==> src/rtl/ttx_rad_pkg.sv <==
`timescale 1ns / 1ps

package ttx_rad_pkg;

  localparam int COLUMNS_DEF = 40;
  localparam int ROWS_DEF    = 25;

  // configuration register indexes
  localparam logic [1:0] CFG_REVEAL = 2'd0;
  localparam logic [1:0] CFG_PAGE   = 2'd1;
  localparam logic [1:0] CFG_SUB    = 2'd2;

  localparam logic [7:0] CH_SPACE = 8'h20;

  typedef enum logic {
    ST_DECODE,
    ST_EMIT
  } state_t;

  function automatic logic [7:0] hex_char(input logic [3:0] v);
    hex_char = (v < 4'd10) ? (8'h30 + {4'h0, v}) : (8'h57 + {4'h0, v});
  endfunction

  // header cells of row 0: green alpha, page hex, dot, subpage hex, white alpha
  function automatic logic [7:0] header_byte(input logic [2:0] x, input logic [11:0] page,
                                             input logic [7:0] sub);
    logic [7:0] b;
    unique case (x)
      3'd0:    b = 8'h02;
      3'd1:    b = hex_char(page[11:8]);
      3'd2:    b = hex_char(page[7:4]);
      3'd3:    b = hex_char(page[3:0]);
      3'd4:    b = 8'h2e;
      3'd5:    b = hex_char(sub[7:4]);
      3'd6:    b = hex_char(sub[3:0]);
      default: b = 8'h07;
    endcase
    return b;
  endfunction

endpackage

==> src/rtl/teletext_row_attribute_decoder.sv <==
`timescale 1ns / 1ps

// Teletext level 1 row decoder: one code byte per input transfer, rows of COLUMNS cells.
// Each decoded cell is written to a single-port-per-side row buffer in the cycle its byte
// is taken. The byte that ends a row starts a readout pass that reads the row buffer
// one cell per cycle while the result side is not stalled and hands out COLUMNS result
// transfers; no byte is taken during the readout pass. The last cell of a row may still
// wait on the output while bytes of the next row are taken. Rows following a double
// height row are consumed without decoding and read back as blank copies. The row buffer
// has no reset and no clearing pass; every cell is written before it is read. Reset is
// synchronous, active low.
module teletext_row_attribute_decoder #(
  parameter int COLUMNS = ttx_rad_pkg::COLUMNS_DEF,
  parameter int ROWS    = ttx_rad_pkg::ROWS_DEF
) (
  input  logic        clk,
  input  logic        rst_n,
  input  logic        in_tvalid,
  output logic        in_tready,
  input  logic [7:0]  in_tdata,   // [7:0] code_byte
  input  logic        in_tuser,   // [0] page_start
  output logic        out_tvalid,
  input  logic        out_tready,
  // [4:0] row, [10:5] column, [18:11] glyph, [21:19] foreground, [24:22] background,
  // [25] mosaic, [26] separated, [27] flashing, [28] concealed, [29] double_height,
  // [30] plain_in_double_row, [31] zero
  output logic [31:0] out_tdata,
  output logic        out_tlast,  // last_in_run
  input  logic        cfg_valid,
  output logic        cfg_ready,
  input  logic [1:0]  cfg_index,
  input  logic [11:0] cfg_data
);
  import ttx_rad_pkg::*;

  localparam int CW = $clog2(COLUMNS);
  localparam int RW = $clog2(ROWS);
  localparam logic [CW-1:0] LAST_COL = CW'(COLUMNS - 1);
  localparam logic [RW-1:0] LAST_ROW = RW'(ROWS - 1);

  // flags: [0] mosaic, [1] conceal, [2] flash, [3] separated, [4] double height
  typedef struct packed {
    logic [4:0] flags;
    logic [2:0] bg;
    logic [2:0] fg;
    logic [7:0] glyph;
  } cell_t;

  // configuration
  logic        reveal_r;
  logic [11:0] page_r;
  logic [7:0]  sub_r;

  assign cfg_ready = 1'b1;

  always_ff @(posedge clk) begin
    if (!rst_n) begin
      reveal_r <= 1'b0;
      page_r   <= 12'd256;
      sub_r    <= 8'd0;
    end else if (cfg_valid) begin
      unique case (cfg_index)
        CFG_REVEAL: reveal_r <= cfg_data[0];
        CFG_PAGE:   page_r   <= cfg_data;
        CFG_SUB:    sub_r    <= cfg_data[7:0];
        default:    ;
      endcase
    end
  end

  // decode state
  state_t        state_r, state_nxt;
  logic [RW-1:0] row_r, row_nxt;
  logic [CW-1:0] col_r, col_nxt;
  logic [2:0]    fg_r, fg_nxt;
  logic [2:0]    bg_r, bg_nxt;
  logic [4:0]    flags_r, flags_nxt;
  logic          hold_r, hold_nxt;
  logic [7:0]    held_r, held_nxt;
  logic          has_dbl_r, has_dbl_nxt;
  logic          copy_r, copy_nxt;

  // readout
  logic [RW-1:0] em_row_r, em_row_nxt;
  logic [CW-1:0] em_addr_r, em_addr_nxt;
  logic          em_blank_r, em_blank_nxt;
  logic          em_dbl_r, em_dbl_nxt;
  logic          rd_en;

  // output register: memory read data plus the cell's position
  cell_t         rdata_r;
  logic          out_valid_r, out_valid_nxt;
  logic [RW-1:0] out_row_r;
  logic [CW-1:0] out_col_r;
  logic          out_blank_r;
  logic          out_dbl_r;
  logic          out_last_r;

  cell_t         row_mem [COLUMNS];
  cell_t         wcell;
  logic          mem_we;

  logic          in_xfer;
  logic [RW-1:0] s_row;
  logic [CW-1:0] s_col;
  logic          s_copy;
  logic          last_col;
  logic          ctrl;
  logic [7:0]    ch;

  assign in_tready = (state_r == ST_DECODE);
  assign in_xfer   = in_tvalid && in_tready;

  always_comb begin
    state_nxt    = state_r;
    row_nxt      = row_r;
    col_nxt      = col_r;
    fg_nxt       = fg_r;
    bg_nxt       = bg_r;
    flags_nxt    = flags_r;
    hold_nxt     = hold_r;
    held_nxt     = held_r;
    has_dbl_nxt  = has_dbl_r;
    copy_nxt     = copy_r;
    em_row_nxt   = em_row_r;
    em_addr_nxt  = em_addr_r;
    em_blank_nxt = em_blank_r;
    em_dbl_nxt   = em_dbl_r;
    mem_we       = 1'b0;
    wcell        = '0;
    rd_en        = 1'b0;
    ctrl         = 1'b0;
    last_col     = 1'b0;
    ch           = in_tdata;
    s_row        = row_r;
    s_col        = col_r;
    s_copy       = copy_r;

    unique case (state_r)
      ST_DECODE: begin
        if (in_xfer) begin
          // page start: back to the top, drop partial row and pending copy row
          if (in_tuser) begin
            s_row       = '0;
            s_col       = '0;
            s_copy      = 1'b0;
            fg_nxt      = 3'd7;
            bg_nxt      = 3'd0;
            flags_nxt   = 5'd0;
            hold_nxt    = 1'b0;
            held_nxt    = CH_SPACE;
            has_dbl_nxt = 1'b0;
          end
          copy_nxt = s_copy;
          last_col = (s_col == LAST_COL);

          if (!s_copy) begin
            if (s_row == '0 && {1'b0, s_col} < (CW + 1)'(8))
              ch = header_byte(s_col[2:0], page_r, sub_r);
            if (ch < 8'h20) begin
              ctrl = 1'b1;
              unique case (ch[4:0])
                5'h00, 5'h01, 5'h02, 5'h03, 5'h04, 5'h05, 5'h06, 5'h07: begin
                  fg_nxt       = ch[2:0];
                  flags_nxt[0] = 1'b0;
                  flags_nxt[1] = 1'b0;
                end
                5'h10, 5'h11, 5'h12, 5'h13, 5'h14, 5'h15, 5'h16, 5'h17: begin
                  fg_nxt       = ch[2:0];
                  flags_nxt[0] = 1'b1;
                  flags_nxt[1] = 1'b0;
                end
                5'h08: flags_nxt[2] = 1'b1;
                5'h09: flags_nxt[2] = 1'b0;
                5'h0c: flags_nxt[4] = 1'b0;
                5'h0d: begin
                  // ignored on the last two rows
                  if ((RW + 2)'(s_row) + (RW + 2)'(2) < (RW + 2)'(ROWS)) begin
                    flags_nxt[4] = 1'b1;
                    has_dbl_nxt  = 1'b1;
                  end
                end
                5'h18: flags_nxt[1] = 1'b1;
                5'h19: flags_nxt[3] = 1'b0;
                5'h1a: flags_nxt[3] = 1'b1;
                5'h1c: bg_nxt = 3'd0;
                5'h1d: bg_nxt = fg_nxt;
                5'h1e: hold_nxt = 1'b1;
                5'h1f: hold_nxt = 1'b0;
                5'h0e, 5'h0f, 5'h1b: ctrl = 1'b0;
                default: ;
              endcase
              ch = CH_SPACE;
              if (ctrl && hold_nxt && flags_nxt[0])
                ch = held_nxt;
            end
            if (flags_nxt[0] && (ch & 8'ha0) == 8'h20) begin
              held_nxt = ch;
              ch       = ch[6] ? ch + 8'd32 : ch - 8'd32;
            end
            if (flags_nxt[1] && !reveal_r)
              ch = CH_SPACE;
            // capture the cell before the row end restarts the attributes
            wcell  = {flags_nxt, bg_nxt, fg_nxt, ch};
            mem_we = 1'b1;
          end

          if (last_col) begin
            // row end: start the readout, move to the next row
            state_nxt    = ST_EMIT;
            em_row_nxt   = s_row;
            em_addr_nxt  = '0;
            em_blank_nxt = s_copy;
            em_dbl_nxt   = s_copy ? 1'b1 : has_dbl_nxt;
            copy_nxt     = s_copy ? 1'b0 : has_dbl_nxt;
            row_nxt      = (s_row == LAST_ROW) ? '0 : s_row + 1'b1;
            col_nxt      = '0;
            fg_nxt       = 3'd7;
            bg_nxt       = 3'd0;
            flags_nxt    = 5'd0;
            hold_nxt     = 1'b0;
            held_nxt     = CH_SPACE;
            has_dbl_nxt  = 1'b0;
          end else begin
            row_nxt = s_row;
            col_nxt = s_col + 1'b1;
          end
        end
      end
      ST_EMIT: begin
        // no writes here, so reads never meet a write to the same cell
        rd_en = !out_valid_r || out_tready;
        if (rd_en) begin
          em_addr_nxt = em_addr_r + 1'b1;
          if (em_addr_r == LAST_COL)
            state_nxt = ST_DECODE;
        end
      end
      default: state_nxt = ST_DECODE;
    endcase
  end

  always_comb begin
    out_valid_nxt = out_valid_r;
    if (rd_en)
      out_valid_nxt = 1'b1;
    else if (out_tready)
      out_valid_nxt = 1'b0;
  end

  always_ff @(posedge clk) begin
    if (!rst_n) begin
      state_r     <= ST_DECODE;
      row_r       <= '0;
      col_r       <= '0;
      fg_r        <= 3'd7;
      bg_r        <= 3'd0;
      flags_r     <= 5'd0;
      hold_r      <= 1'b0;
      held_r      <= CH_SPACE;
      has_dbl_r   <= 1'b0;
      copy_r      <= 1'b0;
      em_addr_r   <= '0;
      out_valid_r <= 1'b0;
    end else begin
      state_r     <= state_nxt;
      row_r       <= row_nxt;
      col_r       <= col_nxt;
      fg_r        <= fg_nxt;
      bg_r        <= bg_nxt;
      flags_r     <= flags_nxt;
      hold_r      <= hold_nxt;
      held_r      <= held_nxt;
      has_dbl_r   <= has_dbl_nxt;
      copy_r      <= copy_nxt;
      em_addr_r   <= em_addr_nxt;
      out_valid_r <= out_valid_nxt;
    end
  end

  always_ff @(posedge clk) begin
    em_row_r   <= em_row_nxt;
    em_blank_r <= em_blank_nxt;
    em_dbl_r   <= em_dbl_nxt;
    if (rd_en) begin
      out_row_r   <= em_row_r;
      out_col_r   <= em_addr_r;
      out_blank_r <= em_blank_r;
      out_dbl_r   <= em_dbl_r;
      out_last_r  <= (em_addr_r == LAST_COL);
    end
  end

  // row buffer
  always_ff @(posedge clk) begin
    if (mem_we)
      row_mem[s_col] <= wcell;
    if (rd_en)
      rdata_r <= row_mem[em_addr_r];
  end

  assign out_tvalid = out_valid_r;
  assign out_tlast  = out_last_r;
  assign out_tdata  = {1'b0,
                       out_dbl_r & ~rdata_r.flags[4],
                       rdata_r.flags[4],
                       rdata_r.flags[1],
                       rdata_r.flags[2],
                       rdata_r.flags[3],
                       rdata_r.flags[0],
                       rdata_r.bg,
                       rdata_r.fg,
                       out_blank_r ? CH_SPACE : rdata_r.glyph,
                       6'(out_col_r),
                       5'(out_row_r)};

endmodule

==> config.mk <==
export PLATFORM = sky130hd
export DESIGN_NAME = teletext_row_attribute_decoder
export DESIGN_NICKNAME = d
export VERILOG_FILES = /design/src/rtl/ttx_rad_pkg.sv /design/src/rtl/teletext_row_attribute_decoder.sv
export SDC_FILE = /design/constraint.sdc
export NUM_CORES = 1
export LEC_CHECK = 0
export BUFFER_PORTS_ARGS = -buffer_cell sky130_fd_sc_hd__buf_4
export CAP_MARGIN = 20
export CORE_ASPECT_RATIO = 0.8
export CORE_MARGIN = 2
export CORE_UTILIZATION = 60
export CTS_BUF_LIST = sky130_fd_sc_hd__clkbuf_2
export DETAILED_ROUTE_END_ITERATION = 10
export GPL_ROUTABILITY_DRIVEN = 0
export GPL_TIMING_DRIVEN = 0
export MAX_ROUTING_LAYER = met4
export PLACE_DENSITY_LB_ADDON = 0.15
export SLEW_MARGIN = 20
export SYNTH_ARGS = -nofsm -noshare
export SYNTH_HDL_FRONTEND = slang
export SYNTH_SLANG_ARGS = --single-unit
==> constraint.sdc <==
create_clock -name clk -period 6.7 [get_ports clk]
set_clock_uncertainty 0.15 [all_clocks]
set_input_delay 0.335 -clock clk [delete_from_list [all_inputs] [get_ports clk]]
set_output_delay 0.335 -clock clk [all_outputs]
set_load 0.02 [all_outputs]
Word level (Yosys, flattened, before mapping)
Memories as Yosys holds them, arrays and structs flattened. A register that Yosys moved wholly into a read port is not among the register bits.
Index checks and enable logic that the tools add are counted.
{"block": "op_classes", "n_mux": 106, "n_eq_ne": 44, "add_sub_neg": 16, "reduce_logical": 24, "n_bitwise": 3, "magnitude_cmp": 8}
{"op": "$mux W8", "count": 22}
{"op": "$eq A5 B5 Y1 const B", "count": 17}
{"op": "$mux W5", "count": 12}
{"op": "$mux W19", "count": 3}
{"op": "$pmux W8 S7", "count": 1}
{"op": "$mux W6", "count": 9}
{"op": "$mux W1", "count": 41}
{"op": "$add A7 B4 Y8 const A", "count": 5}
{"op": "$add A6 B4 Y7 const A", "count": 5}
{"op": "$eq A5 B4 Y1 const B", "count": 6}
{"op": "$mux W3", "count": 9}
{"op": "$eq A5 B3 Y1 const B", "count": 4}
{"op": "$lt A4 B4 Y1 const B", "count": 5}
{"op": "$reduce_or A16 Y1", "count": 1}
{"op": "$reduce_or A8 Y1", "count": 2}
{"op": "$pmux W1 S2", "count": 7}
{"op": "$add A6 B1 Y6 const B", "count": 2}
{"op": "$eq A6 B6 Y1 const B", "count": 2}
{"op": "$pmux W6 S2", "count": 1}
{"op": "$eq A5 B2 Y1 const B", "count": 2}
{"op": "$logic_not A5 Y1", "count": 2}
{"op": "$eq A3 B3 Y1 const B", "count": 3}
{"op": "$add A8 B6 Y8 const B", "count": 1}
{"op": "$lt A8 B6 Y1 const B", "count": 1}
{"op": "other kinds (23)", "count": 38}
{"block": "word_totals", "n_memories": 1, "out_inout_bits": 36, "ff_bits": 83, "ram_bits": 760, "word_cells": 225}
{"name": "row_mem", "depth": 40, "width": 19, "rd": 1, "rd_ports_with_merged_regs": 1, "wr": 1, "line": "teletext_row_attribute_decoder.sv:99", "rtl": "cell_t row_mem [COLUMNS];"}

Depth between registers and ports, before layout
{"block": "depth", "depth_word": 31, "depth_mapped": 17, "depth_no_buf": 14}

Least setup slack after synthesis
OpenSTA, ideal clock, no wires.
{"block": "synth_path", "kind": "input -> register", "start": "in in_tuser", "end": "mem row_mem[0][6] (netlist name) (data pin)", "arrival_ns": 4.930, "slack_ns": 1.117, "required_ns": 6.046, "path_buffers": 2, "cell_stages": 14, "cell_sequence": "buf_2 > clkinv_1 > nand2_1 > inv_1 > ha_1 > ha_1 > buf_6 > or4_4 > nand2_2 > nor3_2 > or4b_4 > a221oi_4 > a221oi_1 > nor3_1"}
{"element": "start: declaration", "line": "teletext_row_attribute_decoder.sv:21", "rtl": "input logic in_tuser,"}
{"element": "end: declaration", "line": "teletext_row_attribute_decoder.sv:99"}

Final worst setup path
{"block": "layout_path", "start": "in in_tuser", "end": "reg held_r[0]"}
{"block": "layout_via", "elab_chain_cells": 28, "word_cells_on_any_way": 84}
{"element": "branches (longest 27 deep; another with $lt A6 B4 Y1)"}
{"element": "$mux W8 *", "line": "teletext_row_attribute_decoder.sv:208", "rtl": "if (last_col) begin"}
{"element": "end signal: assignment", "line": "teletext_row_attribute_decoder.sv:273", "rtl": "held_r <= held_nxt;"}
{"element": "end: declaration", "line": "teletext_row_attribute_decoder.sv:79", "rtl": "logic [7:0] held_r, held_nxt;"}
Every way passes the cells marked *. The select of a mux whose other input is x is not followed.
A chain may end at the register's enable or synchronous reset.

==> qor.txt <==
Rel. slew slack -> 0.267
synthesized flop and latch total -> 862
I/O pins -> 64
Worst Path Max Fanout -> 10
initial antenna violation count -> 2
Mapped Avg Cell Area -> 19.3 sq um
part of the cycle the worst path needs -> 0.886
area grow syn2layout -> 15.2%
layout cells sized above 1 -> 0.322
Die Span X -> 272 um
library cells used by synthesis -> 84
Max clock buf depth -> 3
Post-DP Area -> 0.0371 sq mm
Post-DRT Antenna Nets -> 0
vias in the first global route -> 19600
Most used DFF post-synth -> edfxtp_1
grt ovf -> 0
Pins Over Slew Limit -> 0
Hold Crit Class -> in2reg
H-tree depth -> 4
# rows -> 78
1st-iter DRT viols -> 2653
WL final -> 85.7 mm
RSZ-0062 raised after global routing -> false
post-synthesis cell count -> 1795
CTS tree -> done
max-cap viol count -> 0
Post-Place Worst Slack -> 1.21 ns
starting density of the core -> 0.609
Max VDD drop -> 204 uV
pwr/cell area -> 235 mW/mm^2
Post-Syn Nets -> 1838
Final nets -> 2227
post-route worst setup slack -> 0.763 ns
Die Span Y -> 219 um
outcome -> finished, final reports clean
vias per inst -> 6.35
clock sinks -> 862
via count -> 19700
fin cells -> 3096
WL per Instance -> 27.7 um
Mapped Area -> 0.0346 sq mm
Achievable Freq -> 0.168 GHz
Critical Path RT -> 7.79 ns
slew at the pin closest to its max-slew limit -> 1.10 ns
Post-DP HPWL -> 54.8 mm
CTS buffer count -> 196
placed cells -> 2651
Pleak -> 0.0131 uW
synth warn -> 0
crit end category -> register
Final Cell Area -> 0.0398 sq mm
clk slew on worst S/H paths -> 0.12 ns
Async S/R FF share, synth -> 0
Post-synth EDFFs -> 800
DRT Pass-1 Iters -> 6
CTS-repair resized insts -> 0
drt drc -> 0
CTS Hold Buffers Added -> 95
CP Class -> in2reg
post-synthesis sequential area ratio -> 0.731
worst-skew pair later-pin latency -> 1.39 ns
largest net degree at the start of global routing -> 41
Data arrival, critical path -> 7.03 ns
setup violators final -> 0
most frequent cells in the layout -> edfxtp_1, clkbuf_2, mux4_2, dlygate4sd3_1, buf_4
Min Clock Period, post-route -> 5.94 ns
commonest non-fill, non-tap cell in the layout -> edfxtp_1
first-pass GRT wire length -> 126 mm
Worst Setup Start Kind -> primary input
die area -> 0.0596 sq mm
core area -> 0.0568 sq mm
Root Buffer -> clkbuf_2
Tot GR Track Use -> 0.308
final hold vios -> 0
setup bufs post-CTS -> 0
Buffers on Ports -> 60
final timing paths:
path	start	end	slack [ns]	cells after the start
worst max-delay path	in_tuser	held_r[0]	0.76	21
worst max register to register	row_r[0]	held_r[0]	1.18	16
worst min-delay path	in_tdata[2]	hold_r	0.22	8
worst min register to register	em_row_r[4]	out_row_r[4]	0.29	0
logic make-up (layout without fill, tap and decap cells):
kind of cell	after synthesis	count (layout)	share of synthesized area
compound gates	192	192	0.0390
flops	862	862	0.731
simple gates	321	321	0.0476
fa+ha+maj	15	15	0.00543
buf+inv	134	672	0.0169
xor+xnor	9	9	0.00228
mux	260	260	0.158
other cells	2	5	0.000217
metrics by stage:
step	hold slack (ns)	util	setup TNS, ns	total power, uW
finish	0.217	0.701	0	9380
global placement	0.256	0.633	-289.70	6170
detailed placement	0.256	0.654	0	6200
floorplan	0.250	-	0	6080
global route	0.213	0.701	0	9700
CTS	0.00717	0.701	0	9400
cell usage after synthesis (all sizes together), types with 4 or more instances:
master     n  share of area
a211o      4         0.0010
a211oi    27         0.0059
a21boi     8         0.0017
a21o       4        0.00090
a21oi     57         0.0085
a22oi     12         0.0026
a31oi      5        0.00090
a32o       5         0.0014
and2       9         0.0016
and4b      6         0.0017
buf       40         0.0067
clkbuf    68         0.0074
dfxtp     62          0.036
edfxtp   800           0.69
ha        15         0.0054
inv       25         0.0027
mux2i     31         0.0090
mux4     228           0.15
nand2     70         0.0077
nand2b     4        0.00072
nand3     16         0.0023
nand3b     4        0.00087
nand4     10         0.0018
nand4b     5         0.0013
nor2     103          0.011
nor2b     52         0.0096
nor3      15         0.0025
nor4       4        0.00072
o211ai    11         0.0025
o21ai     21         0.0030
o2bb2ai    4         0.0010
or2        4        0.00072
xnor2      6         0.0015
metal layers:
metal / vias up / wire, um / track usage
li1: 8238 / - / -
met1: 10000 / 33900 / 0.430
met2: 1236 / 39900 / 0.453
met3: 157 / 9660 / 0.0681
met4: 0 / 2210 / 0.114
met5: - / 0 / -
sequential cells by signal, indices dropped and copies added (netlist names), 6 cells and up:
signal / cells
sub_r: 8
col_r: 6
held_r: 8
page_r: 12
out_tdata: 11
row_mem: 760
out_col_r: 6
em_addr_r: 6
rdata_r: 8
worst max-delay path, stage by stage:
cell	delay [ns]
dlygate4sd3_1	0.53
buf_4	0.14
dlygate4sd3_1	0.60
buf_2	0.22
clkbuf_1	0.28
nor2b_1	0.28
inv_1	0.11
ha_1	0.24
nor4b_2	0.19
a21oi_1	0.42
nand2_1	0.09
dlygate4sd3_1	0.59
o211ai_2	0.20
and3_1	0.30
o21bai_1	0.11
dlygate4sd3_1	0.59
nand2_1	0.07
nand4_1	0.24
dlygate4sd3_1	0.66
a32o_1	0.26
dlygate4sd3_1	0.56
power breakdown:
part / leakage, uW / internal, uW / switching, uW
sequential: 0.00819 / 5840 / 9.22
clock: 0.00136 / 1260 / 1990
combinational: 0.00353 / 107 / 164
area by class of cell:
cell class / instances / area (sq um)
repair buffers: 191 / 2120
clock inverters: 44 / 229
clock buffers: 303 / 1520
flip-flops and latches: 862 / 25300
diodes: 3 / 7.51
fillers: 3604 / 17000
inverters: 26 / 97.6
multi-input cells: 799 / 9160
well taps: 760 / 951
plain buffers: 108 / 494
(Power assumes the default switching activity.)
